File: src/hw/rtl/lcfs_pkg.sv
`timescale 1ns / 1ps

package lcfs_pkg;

    // defaults for the top-level parameters
    localparam int DEF_STACK_DEPTH = 16;
    localparam int DEF_ID_BITS     = 16;

    // fixed field widths
    localparam int SVC_W = 32;
    localparam int NOW_W = 48;
    localparam int FIN_W = 49;

    // command codes
    localparam logic CMD_ARRIVE   = 1'b0;
    localparam logic CMD_COMPLETE = 1'b1;

    typedef enum logic [1:0] {
        ST_OK    = 2'd0,
        ST_EMPTY = 2'd1,
        ST_FULL  = 2'd2
    } t_status;

    // stack operation for one event
    typedef struct packed {
        logic push;
        logic remove;
    } t_stack_cmd;

endpackage

File: src/hw/rtl/lcfs_in_if.sv
`timescale 1ns / 1ps

interface lcfs_in_if import lcfs_pkg::*; #(
    parameter int ID_BITS = DEF_ID_BITS
) ();
    logic               valid;
    logic               ready;
    logic               command;
    logic [ID_BITS-1:0] job_id;
    logic [SVC_W-1:0]   service_time;
    logic [NOW_W-1:0]   now_time;

    modport source (
        output valid, command, job_id, service_time, now_time,
        input  ready
    );

    modport sink (
        input  valid, command, job_id, service_time, now_time,
        output ready
    );
endinterface

File: src/hw/rtl/lcfs_out_if.sv
`timescale 1ns / 1ps

interface lcfs_out_if import lcfs_pkg::*; #(
    parameter int ID_BITS = DEF_ID_BITS
) ();
    logic               valid;
    logic               ready;
    t_status            status;
    logic               done_valid;
    logic [ID_BITS-1:0] done_job;
    logic               start_valid;
    logic [ID_BITS-1:0] started_job;
    logic [FIN_W-1:0]   finish_time;

    modport source (
        output valid, status, done_valid, done_job, start_valid, started_job,
               finish_time,
        input  ready
    );

    modport sink (
        input  valid, status, done_valid, done_job, start_valid, started_job,
               finish_time,
        output ready
    );
endinterface

File: src/hw/rtl/lcfs_stack.sv
`timescale 1ns / 1ps

// register stack, newest entry at index 0
module lcfs_stack import lcfs_pkg::*; #(
    parameter int STACK_DEPTH = DEF_STACK_DEPTH,
    parameter int ID_BITS     = DEF_ID_BITS,
    localparam int POS_W      = $clog2(STACK_DEPTH)
) (
    input  logic               i_clk,
    input  t_stack_cmd         i_cmd,
    input  logic [POS_W-1:0]   i_rm_pos,
    input  logic [ID_BITS-1:0] i_push_id,
    input  logic [SVC_W-1:0]   i_push_time,
    output logic [ID_BITS-1:0] o_top_id,
    output logic [SVC_W-1:0]   o_top_time,
    output logic [ID_BITS-1:0] o_next_id,
    output logic [SVC_W-1:0]   o_next_time
);

    logic [ID_BITS-1:0] r_ids   [STACK_DEPTH];
    logic [SVC_W-1:0]   r_times [STACK_DEPTH];

    always_ff @(posedge i_clk) begin
        if (i_cmd.push) begin
            // push shifts every entry one place deeper
            r_ids[0]   <= i_push_id;
            r_times[0] <= i_push_time;
            for (int i = 1; i < STACK_DEPTH; i++) begin
                r_ids[i]   <= r_ids[i-1];
                r_times[i] <= r_times[i-1];
            end
        end else if (i_cmd.remove) begin
            // entries deeper than the removed one close the gap
            for (int i = 0; i < STACK_DEPTH - 1; i++) begin
                if (POS_W'(i) >= i_rm_pos) begin
                    r_ids[i]   <= r_ids[i+1];
                    r_times[i] <= r_times[i+1];
                end
            end
        end
    end

    assign o_top_id    = r_ids[0];
    assign o_top_time  = r_times[0];
    assign o_next_id   = r_ids[1];
    assign o_next_time = r_times[1];

endmodule

File: src/hw/rtl/lcfs_nonpreemptive_job_scheduler.sv
`timescale 1ns / 1ps

// channel | dir | modport        | transaction
// i_in    | in  | lcfs_in_if     | command, job_id, service_time, now_time
// o_out   | out | lcfs_out_if    | status, done/start flags, job ids, finish_time
//
// one transaction per cycle sustained while o_out.ready is high: input register,
// one pass of stack logic and a 49-bit add, then the result register
// an accepted event is held in the input register, then moves into the result register
// i_rst_n (synchronous, active low) empties the stack; stack contents are
// not cleared, only entries below the count are ever read
// a stalled result holds the result register and, once the input register
// is also full, drops i_in.ready

module lcfs_nonpreemptive_job_scheduler import lcfs_pkg::*; #(
    parameter int STACK_DEPTH = DEF_STACK_DEPTH,
    parameter int ID_BITS     = DEF_ID_BITS
) (
    input  logic       i_clk,
    input  logic       i_rst_n,
    lcfs_in_if.sink    i_in,
    lcfs_out_if.source o_out
);

    localparam int POS_W = $clog2(STACK_DEPTH);
    localparam int CNT_W = $clog2(STACK_DEPTH + 1);

    // input register
    logic               r_in_valid;
    logic               r_cmd;
    logic [ID_BITS-1:0] r_id;
    logic [SVC_W-1:0]   r_svc;
    logic [NOW_W-1:0]   r_now;

    // scheduler state
    logic [CNT_W-1:0]   r_count;   // number of stacked jobs
    logic [POS_W-1:0]   r_pos;     // depth of running job, 0 = newest
    logic [ID_BITS-1:0] r_run_id;  // id of running job

    // result register
    logic               r_out_valid;
    t_status            r_status;
    logic               r_done_valid;
    logic [ID_BITS-1:0] r_done_job;
    logic               r_start_valid;
    logic [ID_BITS-1:0] r_started_job;
    logic [FIN_W-1:0]   r_finish;

    // next values
    logic [CNT_W-1:0]   n_count;
    logic [POS_W-1:0]   n_pos;
    logic [ID_BITS-1:0] n_run_id;
    t_status            n_status;
    logic               n_done_valid;
    logic [ID_BITS-1:0] n_done_job;
    logic               n_start_valid;
    logic [ID_BITS-1:0] n_started_job;
    logic [FIN_W-1:0]   n_finish;

    t_stack_cmd         stk_cmd;
    logic [ID_BITS-1:0] top_id, next_id, new_top_id;
    logic [SVC_W-1:0]   top_time, next_time, new_top_time;
    logic               in_fire;
    logic               go;

    // event in the input register moves on when the result slot frees up
    assign go       = r_in_valid && (!r_out_valid || o_out.ready);
    assign in_fire  = i_in.valid && i_in.ready;
    assign i_in.ready = !r_in_valid || go;

    lcfs_stack #(
        .STACK_DEPTH (STACK_DEPTH),
        .ID_BITS     (ID_BITS)
    ) u_stack (
        .i_clk       (i_clk),
        .i_cmd       (stk_cmd),
        .i_rm_pos    (r_pos),
        .i_push_id   (r_id),
        .i_push_time (r_svc),
        .o_top_id    (top_id),
        .o_top_time  (top_time),
        .o_next_id   (next_id),
        .o_next_time (next_time)
    );

    // after removing the running job: if it was the newest, the one below
    // becomes the newest, otherwise the newest stays in place
    assign new_top_id   = (r_pos == '0) ? next_id   : top_id;
    assign new_top_time = (r_pos == '0) ? next_time : top_time;

    always_comb begin
        stk_cmd       = '0;
        n_count       = r_count;
        n_pos         = r_pos;
        n_run_id      = r_run_id;
        n_status      = ST_OK;
        n_done_valid  = 1'b0;
        n_done_job    = '0;
        n_start_valid = 1'b0;
        n_started_job = '0;
        n_finish      = '0;

        if (r_cmd == CMD_ARRIVE) begin
            if (r_count == CNT_W'(STACK_DEPTH)) begin
                // full stack drops the arrival
                n_status = ST_FULL;
            end else begin
                stk_cmd.push = go;
                n_count      = r_count + CNT_W'(1);
                if (r_count == '0) begin
                    // idle scheduler starts the job at once
                    n_pos         = '0;
                    n_run_id      = r_id;
                    n_start_valid = 1'b1;
                    n_started_job = r_id;
                    n_finish      = FIN_W'(r_now) + FIN_W'(r_svc);
                end else begin
                    // no preemption, running job sinks one place
                    n_pos = r_pos + POS_W'(1);
                end
            end
        end else begin
            if (r_count == '0) begin
                n_status = ST_EMPTY;
            end else begin
                stk_cmd.remove = go;
                n_count        = r_count - CNT_W'(1);
                n_done_valid   = 1'b1;
                n_done_job     = r_run_id;
                n_pos          = '0;
                if (r_count != CNT_W'(1)) begin
                    // newest remaining job starts
                    n_run_id      = new_top_id;
                    n_start_valid = 1'b1;
                    n_started_job = new_top_id;
                    n_finish      = FIN_W'(r_now) + FIN_W'(new_top_time);
                end
            end
        end
    end

    always_ff @(posedge i_clk) begin
        if (!i_rst_n) begin
            r_in_valid  <= 1'b0;
            r_out_valid <= 1'b0;
            r_count     <= '0;
            r_pos       <= '0;
        end else begin
            if (in_fire) begin
                r_in_valid <= 1'b1;
            end else if (go) begin
                r_in_valid <= 1'b0;
            end

            if (go) begin
                r_out_valid <= 1'b1;
                r_count     <= n_count;
                r_pos       <= n_pos;
            end else if (o_out.ready) begin
                r_out_valid <= 1'b0;
            end
        end
    end

    // payload registers
    always_ff @(posedge i_clk) begin
        if (in_fire) begin
            r_cmd <= i_in.command;
            r_id  <= i_in.job_id;
            r_svc <= i_in.service_time;
            r_now <= i_in.now_time;
        end
        if (go) begin
            r_run_id      <= n_run_id;
            r_status      <= n_status;
            r_done_valid  <= n_done_valid;
            r_done_job    <= n_done_job;
            r_start_valid <= n_start_valid;
            r_started_job <= n_started_job;
            r_finish      <= n_finish;
        end
    end

    assign o_out.valid       = r_out_valid;
    assign o_out.status      = r_status;
    assign o_out.done_valid  = r_done_valid;
    assign o_out.done_job    = r_done_job;
    assign o_out.start_valid = r_start_valid;
    assign o_out.started_job = r_started_job;
    assign o_out.finish_time = r_finish;

endmodule

File: src/flat_wrapper.sv
// flat-port wrapper written by rule: the top's interface ports become plain ports
module lcfs_nonpreemptive_job_scheduler_flat import lcfs_pkg::*;
#(
    parameter int STACK_DEPTH = DEF_STACK_DEPTH,
    parameter int ID_BITS     = DEF_ID_BITS
)
  (i_clk, i_rst_n, i_in_valid, i_in_command, i_in_job_id, i_in_service_time, i_in_now_time, i_in_ready, o_out_valid, o_out_status, o_out_done_valid, o_out_done_job, o_out_start_valid, o_out_started_job, o_out_finish_time, o_out_ready);
  lcfs_in_if #(.ID_BITS(ID_BITS)) i_in_i ();
  lcfs_out_if #(.ID_BITS(ID_BITS)) o_out_i ();
  input  logic i_clk;
  input  logic i_rst_n;
  input wire logic [$bits(i_in_i.valid)-1:0] i_in_valid;
  input wire logic [$bits(i_in_i.command)-1:0] i_in_command;
  input wire logic [$bits(i_in_i.job_id)-1:0] i_in_job_id;
  input wire logic [$bits(i_in_i.service_time)-1:0] i_in_service_time;
  input wire logic [$bits(i_in_i.now_time)-1:0] i_in_now_time;
  output wire logic [$bits(i_in_i.ready)-1:0] i_in_ready;
  output wire logic [$bits(o_out_i.valid)-1:0] o_out_valid;
  output wire logic [$bits(o_out_i.status)-1:0] o_out_status;
  output wire logic [$bits(o_out_i.done_valid)-1:0] o_out_done_valid;
  output wire logic [$bits(o_out_i.done_job)-1:0] o_out_done_job;
  output wire logic [$bits(o_out_i.start_valid)-1:0] o_out_start_valid;
  output wire logic [$bits(o_out_i.started_job)-1:0] o_out_started_job;
  output wire logic [$bits(o_out_i.finish_time)-1:0] o_out_finish_time;
  input wire logic [$bits(o_out_i.ready)-1:0] o_out_ready;
  assign i_in_i.valid = i_in_valid;
  assign i_in_i.command = i_in_command;
  assign i_in_i.job_id = i_in_job_id;
  assign i_in_i.service_time = i_in_service_time;
  assign i_in_i.now_time = i_in_now_time;
  assign i_in_ready = i_in_i.ready;
  assign o_out_valid = o_out_i.valid;
  assign o_out_status = o_out_i.status;
  assign o_out_done_valid = o_out_i.done_valid;
  assign o_out_done_job = o_out_i.done_job;
  assign o_out_start_valid = o_out_i.start_valid;
  assign o_out_started_job = o_out_i.started_job;
  assign o_out_finish_time = o_out_i.finish_time;
  assign o_out_i.ready = o_out_ready;
  lcfs_nonpreemptive_job_scheduler #(.STACK_DEPTH(STACK_DEPTH), .ID_BITS(ID_BITS)) u_core (.i_clk(i_clk), .i_rst_n(i_rst_n), .i_in(i_in_i), .o_out(o_out_i));
endmodule
File: config.mk
export PLATFORM = sky130hd
export DESIGN_NAME = lcfs_nonpreemptive_job_scheduler_flat
export DESIGN_NICKNAME = d
export VERILOG_FILES = /design/src/hw/rtl/lcfs_pkg.sv /design/src/hw/rtl/lcfs_in_if.sv /design/src/hw/rtl/lcfs_out_if.sv /design/src/hw/rtl/lcfs_stack.sv /design/src/hw/rtl/lcfs_nonpreemptive_job_scheduler.sv /design/src/flat_wrapper.sv
export SDC_FILE = /design/constraint.sdc
export NUM_CORES = 2
export LEC_CHECK = 0
export BUFFER_PORTS_ARGS = -buffer_cell sky130_fd_sc_hd__buf_4
export CAP_MARGIN = 20
export CORE_MARGIN = 1
export CORE_UTILIZATION = 56
export CTS_BUF_LIST = sky130_fd_sc_hd__clkbuf_8 sky130_fd_sc_hd__clkbuf_16
export DETAILED_ROUTE_END_ITERATION = 8
export PLACE_DENSITY = 0.88
export SYNTH_ARGS = -nofsm -noshare
export SYNTH_HDL_FRONTEND = slang
export SYNTH_HIERARCHICAL = 1
export SYNTH_SLANG_ARGS = --single-unit
File: constraint.sdc
create_clock -name i_clk -period 10.3 [get_ports i_clk]
set_clock_uncertainty 0.15 [all_clocks]
set_input_delay 2.06 -clock i_clk [delete_from_list [all_inputs] [get_ports i_clk]]
set_output_delay 2.06 -clock i_clk [all_outputs]
set_load 0.005 [all_outputs]
# Yosys cells after proc, flatten, opt, wreduce, memory -nomap -nowiden
# Memories as Yosys holds them, arrays and structs flattened.
# Index checks and enable logic that the tools add are counted.
# totals
word_cells	220
inputBits	101
reg_bits	209
n_memories	2
rom_bits	0
latchBits	0
ram_bits	768
out_inout_bits	87
# classes
div	0
magnitude_cmp	15
shifts	0
n_reduce_logical	14
add_sub_neg	5
n_mux	133
bitwise	31
n_mul	0
n_eq_ne	5
# memory_table
memory	depth	width	rd	rd_ports_with_merged_regs	wr	line	text
u_core.u_stack.r_times	16	32	16	0	16	lcfs_stack.sv:21	logic [SVC_W-1:0] r_times [STACK_DEPTH];
u_core.u_stack.r_ids	16	16	16	0	16	lcfs_stack.sv:20	logic [ID_BITS-1:0] r_ids [STACK_DEPTH];
# op_table
op	n
$mux 32	16
$mux 16	26
$mux 49	5
$add 48x32->49	2
$mux 1	77
$or 1x1->1	30
$ge 4x4->1 const A	7
$ge 3x4->1 const A	4
$mux 4	4
$mux 5	3
$ge 1x4->1 const A	2
$ge 2x4->1 const A	2
$reduce_bool 2->1	3
$add 5x1->5 const B	1
$eq 5x5->1 const B	1
$logic_not 5->1	1
$ne 5x1->1 const B	1
$reduce_and 5->1	1
$sub 5x1->5 const B	1
$add 4x1->4 const B	1
$logic_not 4->1	1
$mux 2	2
$ne 2x2->1 const B	2
$reduce_and 3->1	1
other kinds (6)	9

# Logic depth before layout (Yosys ltp)
# logic_depth
depth_word	9
ltp_mapped	17
mapped_depth_nobuf	15

# By module
# The synthesis kept the hierarchy.
# by_module_without_submodules
mod	cells_each	seq_area_each_um2	area_per_inst_um2	n_inst
lcfs_stack	1710	23062.1	32560.0	1
lcfs_nonpreemptive_job_scheduler	1044	6165.9	11923.9	1

# Worst setup path before layout
# No wires, ideal clock.
# synth_path
path_kind	input to register
start	input o_out_ready
end	memory u_core/u_stack/r_ids[0][100] (netlist name) (enable)
t_required_ns	9.681
setup_slack_ns	0.039
t_arrival_ns	9.641
path_buffers	3
path_stages	9
setup_time_ns	0.469
path_cell_list	nor2b_1 -> nand2b_1 -> clkbuf_1 -> nor3b_1 -> buf_2 -> inv_2 -> and2_1 -> clkbuf_1 -> a21oi_1
# synth_lines
element	line	text
from (decl)	flat_wrapper.sv:25	input wire logic [$bits(o_out_i.ready)-1:0] o_out_ready;
to (decl)	lcfs_stack.sv:20	

==> impl_metrics.env <==
export IMPL_status="complete, no violations"
export IMPL_synth_seq_cells=977
export IMPL_grt_total_usage_pct=23.6
export IMPL_synthArstFlopShare_pct=0
export IMPL_htreeDepth=3
export IMPL_cts_buffers=92
export IMPL_pre_cts_ws_ns=3.98
export IMPL_worst_slack_ns=4.89
export IMPL_grt_pass1_vias=24500
export IMPL_crit_slowest_cell="clkinv_2"
export IMPL_hold_slack_ns=0.295
export IMPL_insertion_delay_ns=0.66
export IMPL_pin_count=188
export IMPL_die_w_um=284
export IMPL_min_period_over_period_pct=52.5
export IMPL_path_common_cell="buf_4"
export IMPL_slew_viol_final=0
export IMPL_required_ns=10.54
export IMPL_finalWirelength_um=96000
export IMPL_fp_dieH_um=284
export IMPL_yosysSeqAreaShare_pct=65.7
export IMPL_fill_cells=5063
export IMPL_max_stage_delay_ns=0.59
export IMPL_avgViaCountPerCell=6.20
export IMPL_dr_first_iter_drc_count=2395
export IMPL_ys_types=86
export IMPL_synth_edf_count=966
export IMPL_root_buffer="clkbuf_16"
export IMPL_coreArea_mm2=0.0780
export IMPL_setup_viol_count_final=0
export IMPL_clock_fmax_mhz=185
export IMPL_post_cts_resized=0
export IMPL_cts_sinks=977
export IMPL_cp_start_kind="input pin"
export IMPL_place_hpwl_um=63900
export IMPL_syn_avg_cell_area_um2=16.2
export IMPL_drc=0
export IMPL_post_cts_buffers=0
export IMPL_cp_cell_sequence="buf_4, nor2b_1, nand2b_1, clkinv_2, and3_1, nor4b_4, buf_4, nand2_2, buf_4, mux2_2"
export IMPL_syn_instance_count=2754
export IMPL_rsz0062_at_grt="false"
export IMPL_cp_arrival_ns=5.65
export IMPL_utilization_pct=63.2
export IMPL_layout_nets=3023
export IMPL_gp_congestion=0.961
export IMPL_drtAntennaViolNets=0
export IMPL_synth_fp_nets=2931
export IMPL_syn_area_mm2=0.0445
export IMPL_end_kind="flop"
export IMPL_post_drt_wl_per_cell_um=24.2
export IMPL_max_slew_margin_rel_pct=19.7
export IMPL_hold_buffers=0
export IMPL_hold_viol_final=0
export IMPL_antenna_found_initial=0
export IMPL_min_path_type="reg2reg"
export IMPL_power_density_mw_per_mm2=183
export IMPL_grt_pass1_wl_um=148000
export IMPL_grt_max_degree=222
export IMPL_grt_ovfl_total=0
export IMPL_layout_drive_gt1_share_pct=37.4
export IMPL_area_growth_pct=10.8
export IMPL_die_area_mm2=0.0806
export IMPL_yosys_warnings=6
export IMPL_p_leak_nw=17.1
export IMPL_timing_final_crit_period_ns=5.41
export IMPL_crit_fanout=50
export IMPL_ir_drop_v=0.000114
export IMPL_finalPower_w=0.00900
export IMPL_dr_pass1_iters=6
export IMPL_rows=102
export IMPL_critPathKind="in2reg"
export IMPL_tns_ns=0
export IMPL_cts_tree="yes"
export IMPL_clk_path_buf_depth=3
export IMPL_maxCapViolCount=0
export IMPL_initial_core_util_pct=57.0
export IMPL_cts_reportedPaths_clkPinSlew_ns=0.06
export IMPL_num_vias=24600
export IMPL_worstMarginPinSlew_ns=1.21
export IMPL_ys_dominant_reg_cell="edfxtp_1"
export IMPL_port_buffers=187
final cells by class:
type | instances | area (um^2) | share of cell area, %
multi-input combinational | 1528 | 14000 | 28.4
timing repair buffer | 223 | 1740 | 3.52
clock inverter | 73 | 564 | 1.15
tap | 1040 | 1300 | 2.64
antenna | 2 | 5.00 | 0.0102
inverter | 24 | 91.3 | 0.185
clock buffer | 94 | 2350 | 4.77
sequential | 977 | 29200 | 59.3
placed cells by master, fill, tap and decap left out, drive strengths merged, types with 38 or more instances in the layout:
master  count
nor2       65
edfxtp    966
mux2      752
buf       223
a21oi     100
inv        38
clkinv     44
clkbuf     94
o21ai      73
nand2      87
ha         74
path summary, 6_finish.rpt:
kind | start | to | slack, ns | cells after the start
hold reg to reg | u_core/u_stack/r_ids[1][107] | u_core/u_stack/r_ids[1][123] | 0.30 | 0
hold / removal | u_core/u_stack/r_ids[1][107] | u_core/u_stack/r_ids[1][123] | 0.30 | 0
setup / recovery | o_out_ready | u_core/u_stack/r_times[0][18] | 4.89 | 10
setup reg to reg | u_core/r_pos[1] | u_core/o_out.finish_time[29] | 5.07 | 15
worst max-delay path: cells and delay by family:
family / cells / cell delay [ns]
simple gates: 5 / 1.44
mux: 1 / 0.42
buf+inv: 4 / 1.62
power breakdown:
part | total [W] | internal [W] | switching [W]
Combinational | 0.000899 | 0.000389 | 0.000510
Sequential | 0.00481 | 0.00467 | 0.000141
Clock | 0.00329 | 0.00184 | 0.00145
Total | 0.00900 | 0.00690 | 0.00210
cell families (layout without fill, tap and decap cells):
kind of cell,count (synthesis),after routing,synth area share [%]
other cells,0,2,0
flops,977,977,65.7
buf+inv,249,414,3.19
mux,771,771,19.5
xor+xnor,61,61,1.20
fa+ha+maj,76,76,2.17
simple gates,298,298,3.48
compound gates,322,322,4.79
state kept, by name, indices dropped and copies added, names as in the netlist, 16 cells and up:
register                  flops
u_core/r_now                 48
u_core/r_svc                 32
u_core/o_out.done_job        16
u_core/r_run_id              16
u_core/o_out.finish_time     49
u_core/u_stack/r_times      512
u_core/r_id                  16
u_core/u_stack/r_ids        256
u_core/o_out.started_job     16
metal layers:
layer	wire, um	share of wire (%)	up-vias	track usage (%)
met4	2930	3.0	0	8.20
met1	41400	43	12500	33.2
met3	6450	6.7	171	3.33
met2	45300	47	1080	37.6
met5	0	0	-	0
li1	-	-	10800	-
through the flow:
stage / area (um^2) / std cells
floorplan: 44500 / 2754
global placement: 46300 / 3788
detailed placement: 46300 / 3789
CTS: 49200 / 3956
global route: 49300 / 3959
finish: 49300 / 3961
synth_stat cells, drive strengths merged, types with 27 or more instances:
cell    number  area share [%]
buf        190             2.7
clkbuf      35            0.30
a21oi      100             1.2
and3        30            0.43
o21ai       73            0.83
o22ai       27            0.38
ha          74             2.1
xor2        36            0.71
edfxtp     966              65
nor2        65            0.56
a21o        33            0.56
mux2       752              19
nand2       87            0.73
(Power assumes the default switching activity.)
